**src/hdl/tak_pkg.sv**
```systemverilog
// ----------------------------------------------------------------------------
// tak_pkg
// shared types, constants and fixed-point helpers of the tilt kalman filter
// ----------------------------------------------------------------------------
package tak_pkg;

  localparam int WORD_W  = 32;
  localparam int MOP_W   = 33;  // multiplier operand, signed
  localparam int PROD_W  = 66;  // full product, signed
  localparam int RND_W   = 38;  // product after q28 rounding
  localparam int SUM_W   = 40;  // headroom for add before saturation
  localparam int DEN_W   = 34;  // innovation variance, signed
  localparam int FRAC    = 28;

  localparam int CFG_IDX_W = 8;

  typedef logic signed [WORD_W-1:0] word_t;
  typedef logic signed [MOP_W-1:0]  mop_t;
  typedef logic signed [PROD_W-1:0] prod_t;
  typedef logic signed [RND_W-1:0]  rnd_t;
  typedef logic signed [SUM_W-1:0]  sum_t;
  typedef logic signed [DEN_W-1:0]  den_t;

  localparam logic [CFG_IDX_W-1:0] REG_Q_ANGLE   = 8'd0;
  localparam logic [CFG_IDX_W-1:0] REG_Q_GYRO    = 8'd1;
  localparam logic [CFG_IDX_W-1:0] REG_R_MEAS    = 8'd2;
  localparam logic [CFG_IDX_W-1:0] REG_STEP_TIME = 8'd3;

  localparam logic [WORD_W-1:0] Q_ANGLE_RST   = 32'd268435;
  localparam logic [WORD_W-1:0] Q_GYRO_RST    = 32'd805306;
  localparam logic [WORD_W-1:0] R_MEAS_RST    = 32'd134217728;
  localparam logic [WORD_W-1:0] STEP_TIME_RST = 32'd2684355;
  localparam word_t             ONE_Q428      = 32'sd268435456;

  function automatic word_t sat32(input sum_t v);
    if (v > 40'sd2147483647) begin
      return 32'sh7fffffff;
    end else if (v < -40'sd2147483648) begin
      return 32'sh80000000;
    end
    return v[WORD_W-1:0];
  endfunction

  // q28 product back to its format, half rounded towards +inf
  function automatic rnd_t rnd_q28(input prod_t p);
    prod_t t;
    t = p + 66'sd134217728;
    return t[PROD_W-1:FRAC];
  endfunction

endpackage

```
**src/hdl/tak_mul.sv**
```systemverilog
// ----------------------------------------------------------------------------
// tak_mul
// bit-serial signed multiplier, one multiplier bit per cycle, q28 rounding
// ----------------------------------------------------------------------------
module tak_mul
  import tak_pkg::*;
(
  input  logic clk,
  input  logic rst_n,
  input  logic start,
  input  mop_t op_a,
  input  mop_t op_b,
  output logic done,
  output rnd_t res
);

  localparam int STEPS = MOP_W;

  logic [MOP_W-1:0]    mag_a_r;
  logic [2*MOP_W:0]    p_r;      // partial sum above, multiplier below
  logic                neg_r;
  logic                busy_r;
  logic [5:0]          cnt_r;
  prod_t               prod_r;
  rnd_t                res_r;
  logic                done_r;
  logic [MOP_W+1:0]    part;

  assign part = {1'b0, p_r[2*MOP_W:MOP_W]} + (p_r[0] ? {2'b00, mag_a_r} : '0);

  always_ff @(posedge clk) begin
    if (!rst_n) begin
      busy_r <= 1'b0;
      done_r <= 1'b0;
      cnt_r  <= '0;
    end else begin
      // pulses on the cycle after the rounding step
      done_r <= !start && busy_r && (cnt_r > 6'(STEPS));
      if (start) begin
        mag_a_r <= op_a[MOP_W-1] ? MOP_W'(-op_a) : MOP_W'(op_a);
        p_r     <= {{(MOP_W+1){1'b0}}, (op_b[MOP_W-1] ? MOP_W'(-op_b) : MOP_W'(op_b))};
        neg_r   <= op_a[MOP_W-1] ^ op_b[MOP_W-1];
        cnt_r   <= '0;
        busy_r  <= 1'b1;
      end else if (busy_r) begin
        cnt_r <= cnt_r + 6'd1;
        if (cnt_r < 6'(STEPS)) begin
          p_r <= {part, p_r[MOP_W-1:1]};
        end else if (cnt_r == 6'(STEPS)) begin
          prod_r <= neg_r ? -$signed(p_r[PROD_W-1:0]) : $signed(p_r[PROD_W-1:0]);
        end else begin
          res_r  <= rnd_q28(prod_r);
          busy_r <= 1'b0;
        end
      end
    end
  end

  assign done = done_r;
  assign res  = res_r;

endmodule

```
**src/hdl/tak_div.sv**
```systemverilog
// ----------------------------------------------------------------------------
// tak_div
// restoring divider for the q28 gain, one quotient bit per cycle, saturated
// ----------------------------------------------------------------------------
module tak_div
  import tak_pkg::*;
(
  input  logic  clk,
  input  logic  rst_n,
  input  logic  start,
  input  word_t num,
  input  den_t  den,
  output logic  done,
  output word_t gain
);

  localparam int QW = WORD_W + FRAC;

  logic [QW-1:0]      quo_r;
  logic [DEN_W-2:0]   rem_r;
  logic [DEN_W-2:0]   den_r;
  logic               neg_r;
  logic               busy_r;
  logic               fin_r;
  logic [5:0]         cnt_r;
  logic               done_r;
  word_t              gain_r;
  logic [DEN_W-1:0]   trial;
  logic               fit;
  logic [WORD_W-1:0]  mag;

  assign mag   = num[WORD_W-1] ? WORD_W'(-num) : WORD_W'(num);
  assign trial = {rem_r, quo_r[QW-1]};
  assign fit   = trial >= {1'b0, den_r};

  always_ff @(posedge clk) begin
    if (!rst_n) begin
      busy_r <= 1'b0;
      fin_r  <= 1'b0;
      done_r <= 1'b0;
      cnt_r  <= '0;
    end else begin
      // zero gain at once, otherwise after the last quotient bit
      done_r <= (start && (den <= 0)) || (!start && !busy_r && fin_r);
      if (start) begin
        if (den <= 0) begin
          gain_r <= '0;
        end else begin
          quo_r  <= {mag, {FRAC{1'b0}}};
          rem_r  <= '0;
          den_r  <= den[DEN_W-2:0];
          neg_r  <= num[WORD_W-1];
          cnt_r  <= '0;
          busy_r <= 1'b1;
        end
      end else if (busy_r) begin
        rem_r  <= fit ? (DEN_W-1)'(trial - {1'b0, den_r}) : trial[DEN_W-2:0];
        quo_r  <= {quo_r[QW-2:0], fit};
        cnt_r  <= cnt_r + 6'd1;
        if (cnt_r == 6'(QW - 1)) begin
          busy_r <= 1'b0;
          fin_r  <= 1'b1;
        end
      end else if (fin_r) begin
        fin_r  <= 1'b0;
        if (neg_r) begin
          gain_r <= (quo_r > 60'd2147483648) ? 32'sh80000000 : -$signed(quo_r[WORD_W-1:0]);
        end else begin
          gain_r <= (quo_r > 60'd2147483647) ? 32'sh7fffffff : $signed(quo_r[WORD_W-1:0]);
        end
      end
    end
  end

  assign done = done_r;
  assign gain = gain_r;

endmodule

```
**src/hdl/tilt_angle_kalman_filter.sv**
```systemverilog
// each input transaction runs ten serial multiplies and two divides before
// its result is valid; a divide with non-positive variance ends at once
// one transaction is in flight at a time, and a result stall holds the next; the
// bit-serial multiplier and divider take one item at a time
// reset: synchronous active-low rst_n restores register defaults, zero
// estimates and unit diagonal covariance in every axis bank
// ----------------------------------------------------------------------------
// tilt_angle_kalman_filter
// two-state angle / gyro bias kalman filter with one state bank per axis
// ----------------------------------------------------------------------------
module tilt_angle_kalman_filter
  import tak_pkg::*;
#(
  parameter int AXES = 2
)(
  input  logic                 clk,
  input  logic                 rst_n,
  // input channel
  input  logic                 in_valid,
  output logic                 in_stall,
  input  logic                 in_axis,
  input  logic signed [31:0]   in_accel_angle,
  input  logic signed [31:0]   in_gyro_rate,
  // result channel
  output logic                 out_valid,
  input  logic                 out_stall,
  output logic                 out_axis_out,
  output logic signed [31:0]   out_angle_out,
  output logic signed [31:0]   out_bias_out,
  // register write port
  input  logic                 cfg_valid,
  output logic                 cfg_ready,
  input  logic [CFG_IDX_W-1:0] cfg_index,
  input  logic [31:0]          cfg_data
);

  localparam int BW = (AXES > 1) ? $clog2(AXES) : 1;

  // sequencer states
  localparam logic [1:0] ST_IDLE  = 2'd0;
  localparam logic [1:0] ST_ISSUE = 2'd1;
  localparam logic [1:0] ST_WAIT  = 2'd2;
  localparam logic [1:0] ST_OUT   = 2'd3;

  // filter steps, in order
  localparam logic [3:0] SP_RATE  = 4'd0;   // predicted angle
  localparam logic [3:0] SP_DAA   = 4'd1;   // covariance prediction
  localparam logic [3:0] SP_DAB   = 4'd2;
  localparam logic [3:0] SP_DBB   = 4'd3;
  localparam logic [3:0] SP_K0    = 4'd4;   // gains
  localparam logic [3:0] SP_K1    = 4'd5;
  localparam logic [3:0] SP_UAA   = 4'd6;   // covariance correction
  localparam logic [3:0] SP_UAB   = 4'd7;
  localparam logic [3:0] SP_UBA   = 4'd8;
  localparam logic [3:0] SP_UBB   = 4'd9;
  localparam logic [3:0] SP_UANG  = 4'd10;  // estimate correction
  localparam logic [3:0] SP_UBIAS = 4'd11;

  // configuration registers
  logic [31:0] q_angle_r, q_gyro_r, r_meas_r, step_time_r;

  // per-axis state banks
  word_t ang_bank_r  [AXES];
  word_t bias_bank_r [AXES];
  word_t aa_bank_r   [AXES];
  word_t ab_bank_r   [AXES];
  word_t ba_bank_r   [AXES];
  word_t bb_bank_r   [AXES];

  // working registers of the step in flight
  logic [1:0]    state_r;
  logic [3:0]    step_r;
  logic [BW-1:0] bank_r;
  logic          axis_r;
  word_t         accel_r, ang_r, bias_r, aa_r, ab_r, ba_r, bb_r;
  word_t         rate_r, d0_r, err_r, k0_r, k1_r, res_ang_r, res_bias_r;

  // result register
  logic          out_valid_r;
  logic          out_axis_r;
  word_t         out_angle_r, out_bias_r;

  logic [BW-1:0] in_bank;
  logic          in_acc;
  logic          is_div;
  logic          unit_done;
  logic          mul_start, div_start, mul_done, div_done;
  mop_t          mul_a, mul_b;
  rnd_t          mul_res;
  word_t         div_num, div_gain;
  den_t          e_var;
  sum_t          r_ext;

  // out-of-range axis folds onto the last bank
  always_comb begin
    if (32'(in_axis) < AXES) begin
      in_bank = BW'(in_axis);
    end else begin
      in_bank = BW'(AXES - 1);
    end
  end

  assign in_acc    = in_valid && !in_stall;
  assign in_stall  = (state_r != ST_IDLE);
  assign cfg_ready = 1'b1;

  assign is_div    = (step_r == SP_K0) || (step_r == SP_K1);
  assign unit_done = is_div ? div_done : mul_done;
  assign mul_start = (state_r == ST_ISSUE) && !is_div;
  assign div_start = (state_r == ST_ISSUE) && is_div;

  // innovation variance
  assign e_var   = $signed({2'b00, r_meas_r}) + DEN_W'(aa_r);
  assign div_num = (step_r == SP_K0) ? aa_r : ba_r;
  assign r_ext   = SUM_W'(mul_res);

  // multiplier operands for each step
  always_comb begin
    case (step_r)
      SP_RATE:  begin mul_a = MOP_W'(rate_r);            mul_b = $signed({1'b0, step_time_r}); end
      SP_DAA:   begin mul_a = MOP_W'(d0_r);              mul_b = $signed({1'b0, step_time_r}); end
      SP_DAB:   begin mul_a = MOP_W'(bb_r);              mul_b = $signed({1'b0, step_time_r}); end
      SP_DBB:   begin mul_a = $signed({1'b0, q_gyro_r}); mul_b = $signed({1'b0, step_time_r}); end
      SP_UAA:   begin mul_a = MOP_W'(k0_r);              mul_b = MOP_W'(aa_r);  end
      SP_UAB:   begin mul_a = MOP_W'(k0_r);              mul_b = MOP_W'(ab_r);  end
      SP_UBA:   begin mul_a = MOP_W'(k1_r);              mul_b = MOP_W'(aa_r);  end
      SP_UBB:   begin mul_a = MOP_W'(k1_r);              mul_b = MOP_W'(ab_r);  end
      SP_UANG:  begin mul_a = MOP_W'(k0_r);              mul_b = MOP_W'(err_r); end
      SP_UBIAS: begin mul_a = MOP_W'(k1_r);              mul_b = MOP_W'(err_r); end
      default:  begin mul_a = '0;                        mul_b = '0;            end
    endcase
  end

  tak_mul u_mul (
    .clk   (clk),
    .rst_n (rst_n),
    .start (mul_start),
    .op_a  (mul_a),
    .op_b  (mul_b),
    .done  (mul_done),
    .res   (mul_res)
  );

  tak_div u_div (
    .clk   (clk),
    .rst_n (rst_n),
    .start (div_start),
    .num   (div_num),
    .den   (e_var),
    .done  (div_done),
    .gain  (div_gain)
  );

  // register writes; indexes beyond the list fall through
  always_ff @(posedge clk) begin
    if (!rst_n) begin
      q_angle_r   <= Q_ANGLE_RST;
      q_gyro_r    <= Q_GYRO_RST;
      r_meas_r    <= R_MEAS_RST;
      step_time_r <= STEP_TIME_RST;
    end else if (cfg_valid && cfg_ready) begin
      case (cfg_index)
        REG_Q_ANGLE:   q_angle_r   <= cfg_data;
        REG_Q_GYRO:    q_gyro_r    <= cfg_data;
        REG_R_MEAS:    r_meas_r    <= cfg_data;
        REG_STEP_TIME: step_time_r <= cfg_data;
        default: ;
      endcase
    end
  end

  // sequencer and datapath
  always_ff @(posedge clk) begin
    if (!rst_n) begin
      state_r     <= ST_IDLE;
      step_r      <= SP_RATE;
      out_valid_r <= 1'b0;
      for (int i = 0; i < AXES; i++) begin
        ang_bank_r[i]  <= '0;
        bias_bank_r[i] <= '0;
        aa_bank_r[i]   <= ONE_Q428;
        ab_bank_r[i]   <= '0;
        ba_bank_r[i]   <= '0;
        bb_bank_r[i]   <= ONE_Q428;
      end
    end else begin
      // result taken; a new one being loaded is handled in ST_OUT
      if (out_valid_r && !out_stall && state_r != ST_OUT) begin
        out_valid_r <= 1'b0;
      end
      case (state_r)
        ST_IDLE: begin
          if (in_acc) begin
            // pick up the bank and form the rate and covariance drift terms
            bank_r  <= in_bank;
            axis_r  <= in_axis;
            accel_r <= in_accel_angle;
            ang_r   <= ang_bank_r[in_bank];
            bias_r  <= bias_bank_r[in_bank];
            aa_r    <= aa_bank_r[in_bank];
            ab_r    <= ab_bank_r[in_bank];
            ba_r    <= ba_bank_r[in_bank];
            bb_r    <= bb_bank_r[in_bank];
            rate_r  <= sat32(SUM_W'(in_gyro_rate) - SUM_W'(bias_bank_r[in_bank]));
            d0_r    <= sat32($signed({8'd0, q_angle_r}) - SUM_W'(ab_bank_r[in_bank])
                             - SUM_W'(ba_bank_r[in_bank]));
            step_r  <= SP_RATE;
            state_r <= ST_ISSUE;
          end
        end
        ST_ISSUE: begin
          state_r <= ST_WAIT;
        end
        ST_WAIT: begin
          if (unit_done) begin
            case (step_r)
              SP_RATE: ang_r <= sat32(SUM_W'(ang_r) + r_ext);
              SP_DAA: begin
                aa_r  <= sat32(SUM_W'(aa_r) + r_ext);
                // measurement residual against the predicted angle
                err_r <= sat32(SUM_W'(accel_r) - SUM_W'(ang_r));
              end
              SP_DAB: begin
                ab_r <= sat32(SUM_W'(ab_r) - r_ext);
                ba_r <= sat32(SUM_W'(ba_r) - r_ext);
              end
              SP_DBB:   bb_r <= sat32(SUM_W'(bb_r) + r_ext);
              SP_K0:    k0_r <= div_gain;
              SP_K1:    k1_r <= div_gain;
              // corrections go straight to the bank, predicted values stay
              SP_UAA:   aa_bank_r[bank_r] <= sat32(SUM_W'(aa_r) - r_ext);
              SP_UAB:   ab_bank_r[bank_r] <= sat32(SUM_W'(ab_r) - r_ext);
              SP_UBA:   ba_bank_r[bank_r] <= sat32(SUM_W'(ba_r) - r_ext);
              SP_UBB:   bb_bank_r[bank_r] <= sat32(SUM_W'(bb_r) - r_ext);
              SP_UANG: begin
                ang_bank_r[bank_r] <= sat32(SUM_W'(ang_r) + r_ext);
                res_ang_r          <= sat32(SUM_W'(ang_r) + r_ext);
              end
              SP_UBIAS: begin
                bias_bank_r[bank_r] <= sat32(SUM_W'(bias_r) + r_ext);
                res_bias_r          <= sat32(SUM_W'(bias_r) + r_ext);
              end
              default: ;
            endcase
            if (step_r == SP_UBIAS) begin
              state_r <= ST_OUT;
            end else begin
              step_r  <= step_r + 4'd1;
              state_r <= ST_ISSUE;
            end
          end
        end
        ST_OUT: begin
          // hand over once the result slot is free
          if (!out_valid_r || !out_stall) begin
            out_valid_r <= 1'b1;
            out_axis_r  <= axis_r;
            out_angle_r <= res_ang_r;
            out_bias_r  <= res_bias_r;
            state_r     <= ST_IDLE;
          end
        end
        default: state_r <= ST_IDLE;
      endcase
    end
  end

  assign out_valid     = out_valid_r;
  assign out_axis_out  = out_axis_r;
  assign out_angle_out = out_angle_r;
  assign out_bias_out  = out_bias_r;

endmodule
```
**config.mk**
```make
export PLATFORM = sky130hd
export DESIGN_NAME = tilt_angle_kalman_filter
export DESIGN_NICKNAME = d
export VERILOG_FILES = /design/src/hdl/tak_pkg.sv /design/src/hdl/tak_mul.sv /design/src/hdl/tak_div.sv /design/src/hdl/tilt_angle_kalman_filter.sv
export SDC_FILE = /design/constraint.sdc
export NUM_CORES = 2
export LEC_CHECK = 0
export BUFFER_PORTS_ARGS = -buffer_cell sky130_fd_sc_hd__buf_2
export CAP_MARGIN = 25
export CORE_AREA = 2 2 466 468
export DETAILED_ROUTE_END_ITERATION = 16
export DIE_AREA = 0 0 468 470
export PLACE_DENSITY_LB_ADDON = 0.05
export SLEW_MARGIN = 20
export SYNTH_ARGS = -nofsm -noshare
export SYNTH_HDL_FRONTEND = slang
export SYNTH_SLANG_ARGS = --single-unit
```
**constraint.sdc**
```tcl
create_clock -name clk -period 9.1 [get_ports clk]
set_clock_uncertainty 0.1 [all_clocks]
set_input_delay 1.365 -clock clk [delete_from_list [all_inputs] [get_ports clk]]
set_output_delay 1.365 -clock clk [all_outputs]
set_load 0.05 [all_outputs]
```
==> summary.txt <==
Outcome
  • Status: finished, final reports clean

Finish
  • Fillers: 20507
  • Area grow syn2layout: 12.4%
  • Share of post-route cells with drive strength above 1: 8.85%
  • Nets@finish: 9252
  • Post-route insts no fill: 11587

Drt
  • 1st-pass router iterations: 8
  • Residual DRC: 0
  • DR iter-0 viols: 7459
  • Highest routing layer actually used: met5
  • Vias/cell: 5.97
  • Avg WL per Cell: 28.8 um
  • Wire length on met2: 148000 um
  • Via count: 69130
  • Met3 routed WL: 25900 um
  • Routed wire length: 334000 um
  • Metal1 wirelength: 145000 um
  • Antenna Nets Post-Route: 0

Setup path
  • Crit. End Element: register
  • Cell Chain, Critical Path: ha_1, inv_1, fa_1, nand2b_1, a21oi_1, o2111a_1, nor3_1, nor2_1, a221oi_1, o21ai_0, a211o_1, xor2_1, or4b_2, o41ai_2, buf_4, or2_2, o31ai_1
  • Setup crit start kind: register
  • Reg2reg start: u_mul.res[0]$_DFFE_PP_
  • CP Max Fanout: 33
  • R2r setup slk: 2410 ps
  • Setup CP Type: register to register
  • R2R depth: 17
  • R2r endpoint: bias_bank_r[0][3]$_SDFFCE_PN0P_
  • CP arrival: 7140 ps
  • Critical path's slowest cell: edfxtp_1
  • Critical Path RT: 9550 ps
  • Crit-path max cell delay: 810 ps

Timing
  • Worst Max-Slew Pin Slew: 1240 ps
  • Final Hold Viols: 0
  • Max-slew violations: 0
  • Unrepaired setup endpoints after global routing: no
  • Post-Route Setup TNS: 0 ps
  • Slew HR: 16.8%
  • Final min period: 6690 ps
  • F_max: 149 MHz
  • Setup Viol. Count Final: 0
  • Final Cycle Share: 73.5%

Global routing
  • Largest net degree at the start of global routing: 130
  • GRT Util Overall: 29.7%
  • Antenna violations before repair: 35
  • First-pass GRT wire length: 475000 um
  • Vias in the first global route: 66045
  • Total grt overflow: 0

Logic synthesis
  • Synth Flop Type: edfxtp_1
  • Yosys warns: 0
  • EDFF count, synth: 1235
  • Avg Inst Size Synth: 10.1 um^2
  • Post-synthesis sequential area ratio: 46.8%
  • FFs w/ async S/R, synth: 0%
  • Syn nets: 9176
  • Synth Register Bits: 1387
  • Library cells used by synthesis: 86
  • Synthesized area: 0.0857 mm^2
  • Cells after Synth: 8503

Clocking
  • PostCTS Resize Cnt: 0
  • Root Buffer: clkbuf_16
  • Total CTS buffers: 169
  • TritonCTS clock tree: yes
  • H-tree depth: 4
  • Reg clk slew, reported paths: 70 ps
  • Clk sinks: 1387
  • Setup bufs post-CTS: 0
  • Skew-Pair Late Insertion Delay: 850 ps
  • Clk buf depth: 3
  • Post-CTS Hold Fix Bufs: 0

Power
  • Switch Pwr: 5.03 mW
  • Peak VDD IR: 0.201 mV
  • Pwr Density: 184 mW/mm^2
  • Power share of the sequential group: 42.2%
  • Pwr Total: 17.7 mW
  • Switching share of power: 28.4%
  • Clock power frac: 42.1%
  • Internal: 12.7 mW
  • Combinational fraction of design power: 15.7%
  • LEAKAGE: 36.9 nW

Hold path
  • Hold Crit Start: res_bias_r[16]$_DFFE_PP_
  • Hold EP: out_bias_out[16]$_DFFE_PP_
  • Hold Path Depth: 0
  • Hold Path Class: register to register

Floorplan
  • I/O pin count: 178
  • DIE AREA: 0.220 mm^2
  • Rows: 171
  • Total core area: 0.216 mm^2
  • Die height: 470 um
  • Die Wd: 468 um
  • Initial core utilization: 39.8%

Place
  • Placed insts: 11260
  • Port-buffer cells: 176
  • Post-DP HPWL: 252000 um
  • GPL Wtd Cong: 0.968

Run
  • Max cap viols: 0
## flip-flops by register name (all words and copies together), names as in the netlist, 33 cells and up
register       cells
u_mul.p_r         67
ba_bank_r         64
ang_bank_r        64
aa_bank_r         64
ab_bank_r         64
u_div.den_r       33
u_div.rem_r       33
u_mul.prod_r      39
u_div.quo_r       60
u_mul.res         38
bb_bank_r         64
u_mul.mag_a_r     33
bias_bank_r       64
## worst max-delay path by stage
| stage | cells past startpoint | slack [ps] | startpoint | end |
|---|---|---|---|---|
| floorplan | 3 | 1380 | rst_n | accel_r[0]$_DFFE_PP_ |
| global placement | 20 | 1820 | in_axis | rate_r[13]$_DFFE_PP_ |
| detailed placement | 19 | 1980 | in_axis | d0_r[23]$_DFFE_PP_ |
| CTS | 13 | 2370 | aa_r[30]$_DFFE_PP_ | u_div.gain[20]$_SDFFCE_PP0P_ |
| global route | 15 | 2040 | u_mul.res[0]$_DFFE_PP_ | ba_bank_r[0][2]$_SDFFCE_PN0P_ |
| finish | 17 | 2410 | u_mul.res[0]$_DFFE_PP_ | bias_bank_r[0][3]$_SDFFCE_PN0P_ |
## worst max-delay path: cells and delay by family, from the launching register on
kind,cells,cell delay (ps)
simple gates,5,2250
compound gates,7,1920
flops,1,810
fa+ha+maj,2,660
buf+inv,2,450
xor+xnor,1,150
## placed cells by master (no fill, tap or decap), types with 46 or more instances in the layout
| cell type | n |
|---|---|
| edfxtp_1 | 1235 |
| nand2_1 | 787 |
| a21oi_1 | 704 |
| o21ai_0 | 632 |
| nor2_1 | 550 |
| ha_1 | 517 |
| xnor2_1 | 387 |
| inv_1 | 353 |
| xor2_1 | 221 |
| a21o_1 | 220 |
| mux2i_1 | 220 |
| clkbuf_16 | 177 |
| buf_2 | 175 |
| buf_4 | 155 |
| nand3_1 | 154 |
| a22oi_1 | 154 |
| dfxtp_1 | 152 |
| nor3_1 | 124 |
| and2_1 | 124 |
| o31ai_1 | 112 |
| nand2b_1 | 107 |
| o211ai_1 | 103 |
| o21bai_1 | 100 |
| or3_1 | 97 |
| a31oi_1 | 82 |
| nor2b_1 | 73 |
| nand4_1 | 68 |
| and3_1 | 68 |
| o21a_1 | 56 |
| a211oi_1 | 54 |
| nor4_1 | 51 |
| fa_1 | 46 |
## final cells by class
class	instances	area [um^2]	area share, %
timing repair buffer	337	2200	2.28
clock inverter	104	1420	1.48
multi-input combinational	6328	43000	44.6
clock buffer	210	4650	4.83
sequential	1387	40100	41.7
inverter	356	1340	1.39
antenna	11	27.5	0.0286
tap	2854	3570	3.71
## power groups by stage
stage          Clock (mW)  Combinational, mW  Sequential [mW]
2_1_floorplan           0               1.83             7.48
3_3_place_gp            0               2.73             7.60
3_5_place_dp            0               2.73             7.60
4_1_cts              7.57               2.76             7.47
5_1_grt              7.81               3.02             7.48
6_report             7.46               2.78             7.48
## per-layer routing
metal | vias up | GRT usage (%)
met5 | - | 0
li1 | 31610 | -
met4 | 18 | 12.0
met3 | 478 | 5.05
met1 | 34254 | 41.3
met2 | 2770 | 45.7
## synth_stat cells, drive strengths merged (20+ instances only)
library cell,number,area (um^2)
dfxtp,152,3040
fa,46,921
clkbuf,403,1510
a221oi,32,280
and3,68,425
buf,29,115
nand4,68,425
xor2,221,1940
nand3,156,781
o21bai,100,751
nor2,560,2100
inv,354,1330
nor4,51,319
mux2i,221,2210
o31ai,114,870
nand2,791,2970
mux2,35,394
or3,100,641
and2,130,813
nand2b,109,682
a22oi,154,1160
a211oi,54,405
ha,517,6470
a21o,220,1650
o31a,22,193
edfxtp,1235,37100
nor3,126,631
a31oi,84,526
a21oi,707,3540
or4,20,161
o22a,30,263
o211ai,103,773
nor2b,75,469
o21a,57,428
o21ai,637,3190
xnor2,387,3390
or2,35,219
## per-stage QoR
step / utilization (%) / area (um^2) / hold slack [ps] / worst slack, ps
after floorplan: - / 85700 / 300 / 1380
after global placement: 41.8 / 90100 / 303 / 1820
after detailed placement: 41.8 / 90200 / 305 / 1980
after CTS: 44.6 / 96200 / 313 / 2370
after global routing: 44.7 / 96300 / 319 / 2040
final: 44.7 / 96300 / 308 / 2410
## logic make-up after synthesis
family	synth area share [%]
compound gates	18.6
simple gates	13.1
flops	46.8
buf+inv	3.46
xor+xnor	6.21
fa+ha+maj	8.79
mux	3.04
other cells	0.00876
Power figures use the tool's default switching activity.
